**src/design/onewire_bus_master_macros.svh**
```systemverilog
`ifndef ONEWIRE_BUS_MASTER_MACROS_SVH
`define ONEWIRE_BUS_MASTER_MACROS_SVH

// Same-cycle implication, checked on i_clk, quiet during reset.
`define OW_ASSERT_IMPL(lbl, ante, cons, msg) \
    lbl: assert property (@(posedge i_clk) disable iff (!i_rst_n) (ante) |-> (cons)) \
        else $error(msg);

// Next-cycle implication, checked on i_clk, quiet during reset.
`define OW_ASSERT_NEXT(lbl, ante, cons, msg) \
    lbl: assert property (@(posedge i_clk) disable iff (!i_rst_n) (ante) |=> (cons)) \
        else $error(msg);

`endif

```
**src/design/ow_pkg.sv**
```systemverilog
`default_nettype none

package ow_pkg;

    localparam int COUNT_WIDTH_DEF = 10;
    localparam int BITS_PER_BYTE   = 8;
    localparam int REG_W           = 10;
    localparam int NUM_REGS        = 8;
    localparam int CFG_ADDR_W      = 3;
    localparam int OP_W            = 2;
    localparam int BYTE_W          = 8;
    localparam int IN_TDATA_W      = 16;
    localparam int OUT_TDATA_W     = 16;

    // register indexes
    localparam logic [CFG_ADDR_W-1:0] REG_RST_LOW   = 3'd0;
    localparam logic [CFG_ADDR_W-1:0] REG_PRES_WAIT = 3'd1;
    localparam logic [CFG_ADDR_W-1:0] REG_RST_TAIL  = 3'd2;
    localparam logic [CFG_ADDR_W-1:0] REG_W1_LOW    = 3'd3;
    localparam logic [CFG_ADDR_W-1:0] REG_SLOT      = 3'd4;
    localparam logic [CFG_ADDR_W-1:0] REG_RD_LOW    = 3'd5;
    localparam logic [CFG_ADDR_W-1:0] REG_RD_SAMPLE = 3'd6;
    localparam logic [CFG_ADDR_W-1:0] REG_RECOVERY  = 3'd7;

    localparam logic [REG_W-1:0] REG_RESET [NUM_REGS] =
        '{10'd500, 10'd100, 10'd400, 10'd5, 10'd60, 10'd5, 10'd5, 10'd1};
    localparam logic [REG_W-1:0] REG_LOW [NUM_REGS] =
        '{10'd1, 10'd1, 10'd0, 10'd1, 10'd2, 10'd1, 10'd0, 10'd0};

    // operation codes
    localparam logic [OP_W-1:0] OP_NONE  = 2'd0;
    localparam logic [OP_W-1:0] OP_RESET = 2'd1;
    localparam logic [OP_W-1:0] OP_WRITE = 2'd2;
    localparam logic [OP_W-1:0] OP_READ  = 2'd3;

endpackage

`default_nettype wire

```
**src/design/ow_cfg.sv**
```systemverilog
`default_nettype none

// Timing register file; stores each value already clamped to its legal range.
module ow_cfg #(
    parameter int COUNT_WIDTH = ow_pkg::COUNT_WIDTH_DEF
) (
    input  wire logic                                            i_clk,
    input  wire logic                                            i_rst_n,
    input  wire logic                                            i_cfg_we,
    input  wire logic [ow_pkg::CFG_ADDR_W-1:0]                   i_cfg_addr,
    input  wire logic [ow_pkg::REG_W-1:0]                        i_cfg_data,
    output logic      [ow_pkg::NUM_REGS-1:0][COUNT_WIDTH-1:0]    o_eff
);
    import ow_pkg::*;

    localparam int EW = (COUNT_WIDTH > REG_W) ? COUNT_WIDTH : REG_W;
    localparam logic [EW-1:0] CMAX = EW'((64'd1 << COUNT_WIDTH) - 64'd1);

    logic [NUM_REGS-1:0][COUNT_WIDTH-1:0] r_eff;

    function automatic logic [COUNT_WIDTH-1:0] clamp(input logic [REG_W-1:0] v,
                                                     input logic [REG_W-1:0] lo);
        logic [EW-1:0] x;
        x = EW'((v < lo) ? lo : v);
        if (x > CMAX) x = CMAX;
        return x[COUNT_WIDTH-1:0];
    endfunction

    always_ff @(posedge i_clk) begin
        if (!i_rst_n) begin
            for (int i = 0; i < NUM_REGS; i++) r_eff[i] <= clamp(REG_RESET[i], REG_LOW[i]);
        end else if (i_cfg_we) begin
            for (int i = 0; i < NUM_REGS; i++) begin
                if (i_cfg_addr == CFG_ADDR_W'(i)) r_eff[i] <= clamp(i_cfg_data, REG_LOW[i]);
            end
        end
    end

    assign o_eff = r_eff;

endmodule

`default_nettype wire

```
**src/design/onewire_bus_master.sv**
```systemverilog
// 1-Wire bus master, one item per microsecond tick.
// Input channel (s_axis): every item is one tick. tuser carries the operation
// (none, reset with presence detect, write byte, read byte); tdata carries the
// byte to write and the sampled bus level. A command is taken only on an idle
// tick and that tick is already its first tick; commands while busy are dropped.
// Output channel (m_axis): exactly one item per input item, in order: drive_low
// for the open-drain pad, busy, done (last tick of a command), the presence
// result of the last reset and the byte of the last read.
// The result is registered: output valid in the cycle after input accept. Throughput:
// one item per cycle while results are taken; the tick update is one registered FSM pass.
// Stall: an output register holds a result until taken; s_axis_tready is high
// whenever that register is empty or is being drained this cycle, so a stalled
// receiver back-pressures the tick stream without losing or repeating items.
// Reset (i_rst_n low, synchronous): FSM idle, counters and bytes zero, timing
// registers back to their defaults, output register empty. Configuration: plain
// write port, one register per write, while idle only: the user's duty, not enforced.
`default_nettype none
`include "onewire_bus_master_macros.svh"

module onewire_bus_master #(
    parameter int COUNT_WIDTH = ow_pkg::COUNT_WIDTH_DEF
) (
    input  wire logic                              i_clk,
    input  wire logic                              i_rst_n,
    // configuration write port
    input  wire logic                              i_cfg_we,
    input  wire logic [ow_pkg::CFG_ADDR_W-1:0]     i_cfg_addr,
    input  wire logic [ow_pkg::REG_W-1:0]          i_cfg_data,
    // tick input
    input  wire logic                              s_axis_tvalid,
    output logic                                   s_axis_tready,
    input  wire logic [ow_pkg::IN_TDATA_W-1:0]     s_axis_tdata,  // data_byte[7:0], line_level[8]
    input  wire logic [ow_pkg::OP_W-1:0]           s_axis_tuser,  // operation[1:0]
    // tick result
    output logic                                   m_axis_tvalid,
    input  wire logic                              m_axis_tready,
    output logic      [ow_pkg::OUT_TDATA_W-1:0]    m_axis_tdata   // drive_low[0], busy_res[1],
                                                                  // done_res[2], presence[3],
                                                                  // read_data[11:4]
);
    import ow_pkg::*;

    localparam int CW = COUNT_WIDTH;

    // FSM phase codes
    localparam logic [2:0] PH_IDLE       = 3'd0;
    localparam logic [2:0] PH_RST_LOW    = 3'd1;
    localparam logic [2:0] PH_RST_WAIT   = 3'd2;
    localparam logic [2:0] PH_RST_SAMPLE = 3'd3;
    localparam logic [2:0] PH_RST_TAIL   = 3'd4;
    localparam logic [2:0] PH_SLOT       = 3'd5;
    localparam logic [2:0] PH_RECOVER    = 3'd6;

    localparam logic [2:0] LAST_BIT = 3'(BITS_PER_BYTE - 1);

    // effective timing values
    logic [NUM_REGS-1:0][CW-1:0] eff;

    ow_cfg #(.COUNT_WIDTH(CW)) u_cfg (
        .i_clk      (i_clk),
        .i_rst_n    (i_rst_n),
        .i_cfg_we   (i_cfg_we),
        .i_cfg_addr (i_cfg_addr),
        .i_cfg_data (i_cfg_data),
        .o_eff      (eff)
    );

    // FSM state
    logic [2:0]        r_phase, n_phase;
    logic [CW-1:0]     r_tick,  n_tick;
    logic [2:0]        r_bit,   n_bit;
    logic [BYTE_W-1:0] r_shift, n_shift;
    logic              r_pres,  n_pres;
    logic [OP_W-1:0]   r_kind,  n_kind;
    logic [BYTE_W-1:0] r_rdata, n_rdata;

    // output register
    logic                   r_out_valid;
    logic [OUT_TDATA_W-1:0] r_out_data;

    logic in_acc;
    logic drive, busy, done;
    logic [OP_W-1:0]   op;
    logic [BYTE_W-1:0] din;
    logic              line;
    logic [CW:0]       tick_inc;
    logic [CW:0]       samp_pt;
    logic [CW:0]       slot_last;
    logic [CW-1:0]     low_len;

    assign s_axis_tready = !r_out_valid || m_axis_tready;
    assign in_acc        = s_axis_tvalid && s_axis_tready;

    assign op   = s_axis_tuser;
    assign din  = s_axis_tdata[BYTE_W-1:0];
    assign line = s_axis_tdata[BYTE_W];

    // read sample point, pulled back to the last slot tick when it falls beyond
    assign slot_last = {1'b0, eff[REG_SLOT]} - 1'b1;
    always_comb begin
        samp_pt = {1'b0, eff[REG_RD_LOW]} + {1'b0, eff[REG_RD_SAMPLE]};
        if (samp_pt > slot_last) samp_pt = slot_last;
    end

    always_comb begin
        n_phase = r_phase;
        n_tick  = r_tick;
        n_bit   = r_bit;
        n_shift = r_shift;
        n_pres  = r_pres;
        n_kind  = r_kind;
        n_rdata = r_rdata;
        drive   = 1'b0;
        done    = 1'b0;
        low_len = eff[REG_SLOT];

        // command start on an idle tick
        if (r_phase == PH_IDLE && op != OP_NONE) begin
            n_kind = op;
            n_tick = '0;
            n_bit  = '0;
            if (op == OP_RESET) begin
                n_phase = PH_RST_LOW;
            end else begin
                n_shift = (op == OP_WRITE) ? din : '0;
                n_phase = PH_SLOT;
            end
        end

        busy     = (n_phase != PH_IDLE);
        tick_inc = {1'b0, n_tick} + 1'b1;

        case (n_phase)
            PH_IDLE: begin
            end
            PH_RST_LOW: begin
                drive  = 1'b1;
                n_tick = tick_inc[CW-1:0];
                if (tick_inc >= {1'b0, eff[REG_RST_LOW]}) begin
                    n_phase = PH_RST_WAIT;
                    n_tick  = '0;
                end
            end
            PH_RST_WAIT: begin
                n_tick = tick_inc[CW-1:0];
                if (tick_inc >= {1'b0, eff[REG_PRES_WAIT]}) begin
                    n_phase = PH_RST_SAMPLE;
                    n_tick  = '0;
                end
            end
            PH_RST_SAMPLE: begin
                n_pres = !line;
                n_tick = '0;
                if (eff[REG_RST_TAIL] == '0) begin
                    done    = 1'b1;
                    n_phase = PH_IDLE;
                end else begin
                    n_phase = PH_RST_TAIL;
                end
            end
            PH_RST_TAIL: begin
                n_tick = tick_inc[CW-1:0];
                if (tick_inc >= {1'b0, eff[REG_RST_TAIL]}) begin
                    done    = 1'b1;
                    n_phase = PH_IDLE;
                    n_tick  = '0;
                end
            end
            PH_SLOT: begin
                if (n_kind == OP_WRITE) begin
                    // a one is a short pulse, a zero holds low for the slot
                    low_len = n_shift[0] ? eff[REG_W1_LOW] : eff[REG_SLOT];
                    drive   = (n_tick < low_len);
                end else begin
                    drive = (n_tick < eff[REG_RD_LOW]);
                    if ({1'b0, n_tick} == samp_pt) n_shift = {line, n_shift[BYTE_W-1:1]};
                end
                n_tick = tick_inc[CW-1:0];
                if (tick_inc >= {1'b0, eff[REG_SLOT]}) begin
                    n_tick = '0;
                    if (n_kind == OP_WRITE) n_shift = {1'b0, n_shift[BYTE_W-1:1]};
                    if (n_bit >= LAST_BIT) begin
                        if (n_kind == OP_READ) n_rdata = n_shift;
                        n_bit   = '0;
                        done    = 1'b1;
                        n_phase = PH_IDLE;
                    end else begin
                        n_bit = n_bit + 3'd1;
                        if (eff[REG_RECOVERY] != '0) n_phase = PH_RECOVER;
                    end
                end
            end
            PH_RECOVER: begin
                n_tick = tick_inc[CW-1:0];
                if (tick_inc >= {1'b0, eff[REG_RECOVERY]}) begin
                    n_phase = PH_SLOT;
                    n_tick  = '0;
                end
            end
            default: begin
                n_phase = PH_IDLE;
                n_tick  = '0;
            end
        endcase
    end

    always_ff @(posedge i_clk) begin
        if (!i_rst_n) begin
            r_phase <= PH_IDLE;
            r_tick  <= '0;
            r_bit   <= '0;
            r_shift <= '0;
            r_pres  <= 1'b0;
            r_kind  <= OP_NONE;
            r_rdata <= '0;
        end else if (in_acc) begin
            r_phase <= n_phase;
            r_tick  <= n_tick;
            r_bit   <= n_bit;
            r_shift <= n_shift;
            r_pres  <= n_pres;
            r_kind  <= n_kind;
            r_rdata <= n_rdata;
        end
    end

    always_ff @(posedge i_clk) begin
        if (!i_rst_n) begin
            r_out_valid <= 1'b0;
        end else if (in_acc) begin
            r_out_valid <= 1'b1;
        end else if (m_axis_tready) begin
            r_out_valid <= 1'b0;
        end
    end

    always_ff @(posedge i_clk) begin
        if (in_acc) begin
            r_out_data <= {4'd0, n_rdata, n_pres, done, busy, drive};
        end
    end

    assign m_axis_tvalid = r_out_valid;
    assign m_axis_tdata  = r_out_data;

    // done is only ever reported on a busy tick
    `OW_ASSERT_IMPL(a_done_busy, r_out_valid && r_out_data[2], r_out_data[1], "done without busy")
    // the bus is only pulled low by a running command
    `OW_ASSERT_IMPL(a_drive_busy, r_out_valid && r_out_data[0], r_out_data[1], "drive while idle")
    // every way back to idle clears the tick counter
    `OW_ASSERT_IMPL(a_idle_tick, r_phase == PH_IDLE, r_tick == '0, "idle with count")
    // an idle tick with no command produces a non-busy result
    `OW_ASSERT_NEXT(a_idle_none, in_acc && r_phase == PH_IDLE && s_axis_tuser == OP_NONE,
        r_out_valid && !r_out_data[1], "idle tick reported busy")

endmodule

`default_nettype wire

```
**config.mk**
```make
export PLATFORM = sky130hd
export DESIGN_NAME = onewire_bus_master
export DESIGN_NICKNAME = d
export VERILOG_FILES = /design/src/design/ow_pkg.sv /design/src/design/ow_cfg.sv /design/src/design/onewire_bus_master.sv
export VERILOG_INCLUDE_DIRS = /design/src /design/src/design
export SDC_FILE = /design/constraint.sdc
export NUM_CORES = 1
export LEC_CHECK = 0
export ABC_AREA = 1
export BUFFER_PORTS_ARGS = -buffer_cell sky130_fd_sc_hd__buf_2
export CAP_MARGIN = 20
export CORE_MARGIN = 1.5
export CORE_UTILIZATION = 45
export DETAILED_ROUTE_END_ITERATION = 6
export SLEW_MARGIN = 20
export SYNTH_ARGS = -nofsm -noshare
export SYNTH_HDL_FRONTEND = slang
export SYNTH_HIERARCHICAL = 1
export SYNTH_SLANG_ARGS = --single-unit
```
**constraint.sdc**
```tcl
create_clock -name i_clk -period 4.1 [get_ports i_clk]
set_input_delay 0.41 -clock i_clk [delete_from_list [all_inputs] [get_ports i_clk]]
set_output_delay 0.41 -clock i_clk [all_outputs]
set_load 0.01 [all_outputs]
```
==> run metrics <==
status completed; layout-stage area growth over the synthesis result 16.8%; Overflow after GRT 0; number of register bits inferred by synthesis ~130; number of nets with antenna violations after routing 0; leading area contributor after synthesis sky130_fd_sc_hd__dfxtp_1; number of iterations in the first detailed-routing pass 5; Synth top area share 24.6%; number of top-level design ports 54; global-route usage over all layers a little over a quarter; number of I/O port buffers between 40 and 50; number of buffers added by the clock tree synthesis step 17; most frequent standard cell in the layout excluding fill and tap cells sky130_fd_sc_hd__nand2_1; setup repair after global routing missed its margin false; TritonCTS clock tree yes; biggest area contributors in the synthesized netlist sky130_fd_sc_hd__dfxtp_1 (25%), sky130_fd_sc_hd__nand2_1 (14%), sky130_fd_sc_hd__ha_1 (12%), sky130_fd_sc_hd__inv_1 (8.0%), sky130_fd_sc_hd__nand3_1 (7.7%); startpoint of the worst register-to-register path r_phase[0]$_SDFFE_PN0P_; first element of the critical path r_phase[0]$_SDFFE_PN0P_; final hold violation count 0; number of antenna violations at the first check in global routing 0; Max Cap Violations 0; leakage power total between 5 and 6 nW; post-detailed-routing wire length approximately 28000 um; Hold Path Origin i_cfg_data[1]; number of clock sinks approximately 130; post-detailed-route wirelength per cell about 16 um; dominant synthesized flop cell sky130_fd_sc_hd__dfxtp_1; Residual DRC 0; nature of the critical path endpoint register; Synthesis Warnings 6; sequential share of the synthesized area roughly 28%; Power Dens Cells 339 nW/um^2; fraction of synthesis flops using an asynchronous set or reset pin 0%; via count normalized by instance count about 5.3; Synth Area per Inst roughly 6.6 um^2; Area after DPL 10100 um^2; global placement routability congestion approximately 0.90; total buffers and inverters traversed by the critical path 4; signal arrival time at the worst endpoint 4.19 ns; wire length of the first global-routing pass about 45000 um; final antenna diode count 0; Worst Setup Start Kind register; core area a little over 20000 um^2; Hold Buf Count CTS 0; maximum number of pins on one net before global-route repair 52; clock slew at reported path FFs around 0.060 ns; number of violations reported at the end of detailed-routing iteration 0 748; Row Count 52; overall via count from detail_route approximately 9500; detailed placer's ending HPWL 20500 um; shortest clock period the worst path allows after layout approximately 3.8 ns; Critical Path Fanout Max 7; final standard cell utilization of the core between 50 and 60%; Worst Max-Slew Pin Slew between 0.9 and 1 ns; slowest library cell on the worst path sky130_fd_sc_hd__dfxtp_2; y dimension of the die 148 um; count of flip-flops with a built-in enable after synthesis 12; source-to-sink clock delay at the later pin of the worst-skew pair approximately 0.43 ns; classification of the worst-slack hold path in2reg; setup skew after layout approximately 0.013 ns; final net count roughly 1600; Most common cell on crit path sky130_fd_sc_hd__nand2_1; worst path required time 4.48 ns; Filler Cell Count about 2000; worst-case headroom to the max-slew limit between 30% and 40%; Root Buffer sky130_fd_sc_hd__clkbuf_16; portion of the clock cycle consumed by the worst path in the final layout ~93%; Layout Cell Area excl Fill about 11000 um^2; width of the chip 148 um; die area 21900 um^2; number of buffers on the longest clock path 2; worst stage delay on the critical path between 0.3 and 0.4 ns; H-Tree Depth 4; fraction of layout cells with a size suffix above 1 a little over an eighth; Worst path top cell family by delay simple AND/OR/NAND/NOR gates; VDD IR-drop max roughly 0.00032 V; cells after synthesis 1423; achievable frequency between 200 and 300 MHz; Syn Std Cell Area around 9400 um^2; startpoint-to-endpoint class of the critical path reg2reg; highest-count cells in the layout ignoring fill and taps sky130_fd_sc_hd__nand2_1 (335), sky130_fd_sc_hd__inv_1 (200), sky130_fd_sc_hd__nand3_1 (141); vias in the first global route approximately 8700; starting density of the core between 40% and 50%; distinct cell type count of the synthesized netlist 47; final setup violation count 0; final-report max-slew violation count 0
## flip-flops by register name (all words and copies together) (netlist names), 2 cells and up
name,cells
m_axis_tdata,12
r_phase,3
r_kind,2
r_rdata,8
r_tick,10
r_shift,8
u_cfg/o_eff,80
r_bit,3
## final timing paths
kind	end	slack [ns]	cells after the start
worst max-delay path	r_rdata[0]$_SDFFE_PN0P_	0.28	25
worst min-delay path	u_cfg/o_eff[41]$_SDFFE_PN0P_	0.22	3
worst max register to register	r_rdata[0]$_SDFFE_PN0P_	0.28	25
worst min register to register	u_cfg/o_eff[2]$_SDFFE_PN1P_	0.46	2
## routing by layer
layer  wire (um)  up-vias  global-route usage (%)
li1            -     4842                       -
met1       13400     4325                    36.3
met2       12800      265                    42.1
met3        1370       50                    3.58
met4         698        0                    8.32
met5           0        -                       0
## cell type report
| type | instances | area (um^2) | share of cell area (%) |
|---|---|---|---|
| clock buffers | 20 | 478 | 4.33 |
| clock inverters | 10 | 146 | 1.33 |
| inverters | 213 | 802 | 7.27 |
| multi-input cells | 1041 | 5970 | 54.1 |
| flip-flops and latches | 128 | 2690 | 24.3 |
| well taps | 270 | 338 | 3.06 |
| repair buffers | 94 | 611 | 5.54 |
## cells in the mapped netlist (all sizes together), types with 3 or more instances
master,instances
nand4,29
a22oi,7
nor2,105
clkinv,3
xor2,13
edfxtp,12
nand3b,5
a31oi,6
nor3,10
inv,210
a211oi,4
nor4,3
clkbuf,23
o211ai,13
ha,93
nand3,148
o21ai,104
dfxtp,116
nand2,350
a21oi,129
buf,23
## worst min-delay path: stages
cell	delay [ns]
sky130_fd_sc_hd__buf_2	0.09
sky130_fd_sc_hd__nor3_1	0.04
sky130_fd_sc_hd__nor2_1	0.07
## power by group
group          switching [mW]  total, mW  internal, mW
clock network           0.605       1.63          1.03
logic                   0.497      0.750         0.253
registers              0.0373       1.36          1.32
## kinds of logic (layout without fill, tap and decap cells)
family / count (synthesis) / in the layout / share of synthesized area, %
AND/OR/NAND/NOR: 655 / 657 / 30.9
XOR/XNOR: 15 / 15 / 1.39
buffers and inverters: 259 / 337 / 11.3
other: 1 / 4 / 0.0397
flip-flops: 128 / 128 / 28.4
adder cells (fa/ha/maj): 94 / 94 / 12.5
AO/OA/AOI/OAI: 271 / 271 / 15.5
## per-stage QoR
step	instances	setup slack [ns]	setup TNS, ns	power [mW]	hold WS, ns
2_1_floorplan	1426	0.263	0	1.86	0.424
3_3_place_gp	1738	0.0277	0	2.06	0.439
3_5_place_dp	1738	-0.0265	-0.0847	2.06	0.446
4_1_cts	1768	0.0683	0	3.69	0.201
5_1_grt	1776	0.00104	0	3.91	0.243
6_report	1776	0.283	0	3.74	0.216
## repair_timing
| action | CTS | global route |
|---|---|---|
| resized for setup | 1 | 56 |
| setup buffers | 0 | 5 |
| cloned | 0 | 3 |
| setup endpoints to repair | 15 | 39 |
| pin swaps | 0 | 9 |
| hold endpoints to repair | 0 | 0 |
No activity file was read; power rests on OpenSTA's default activity.
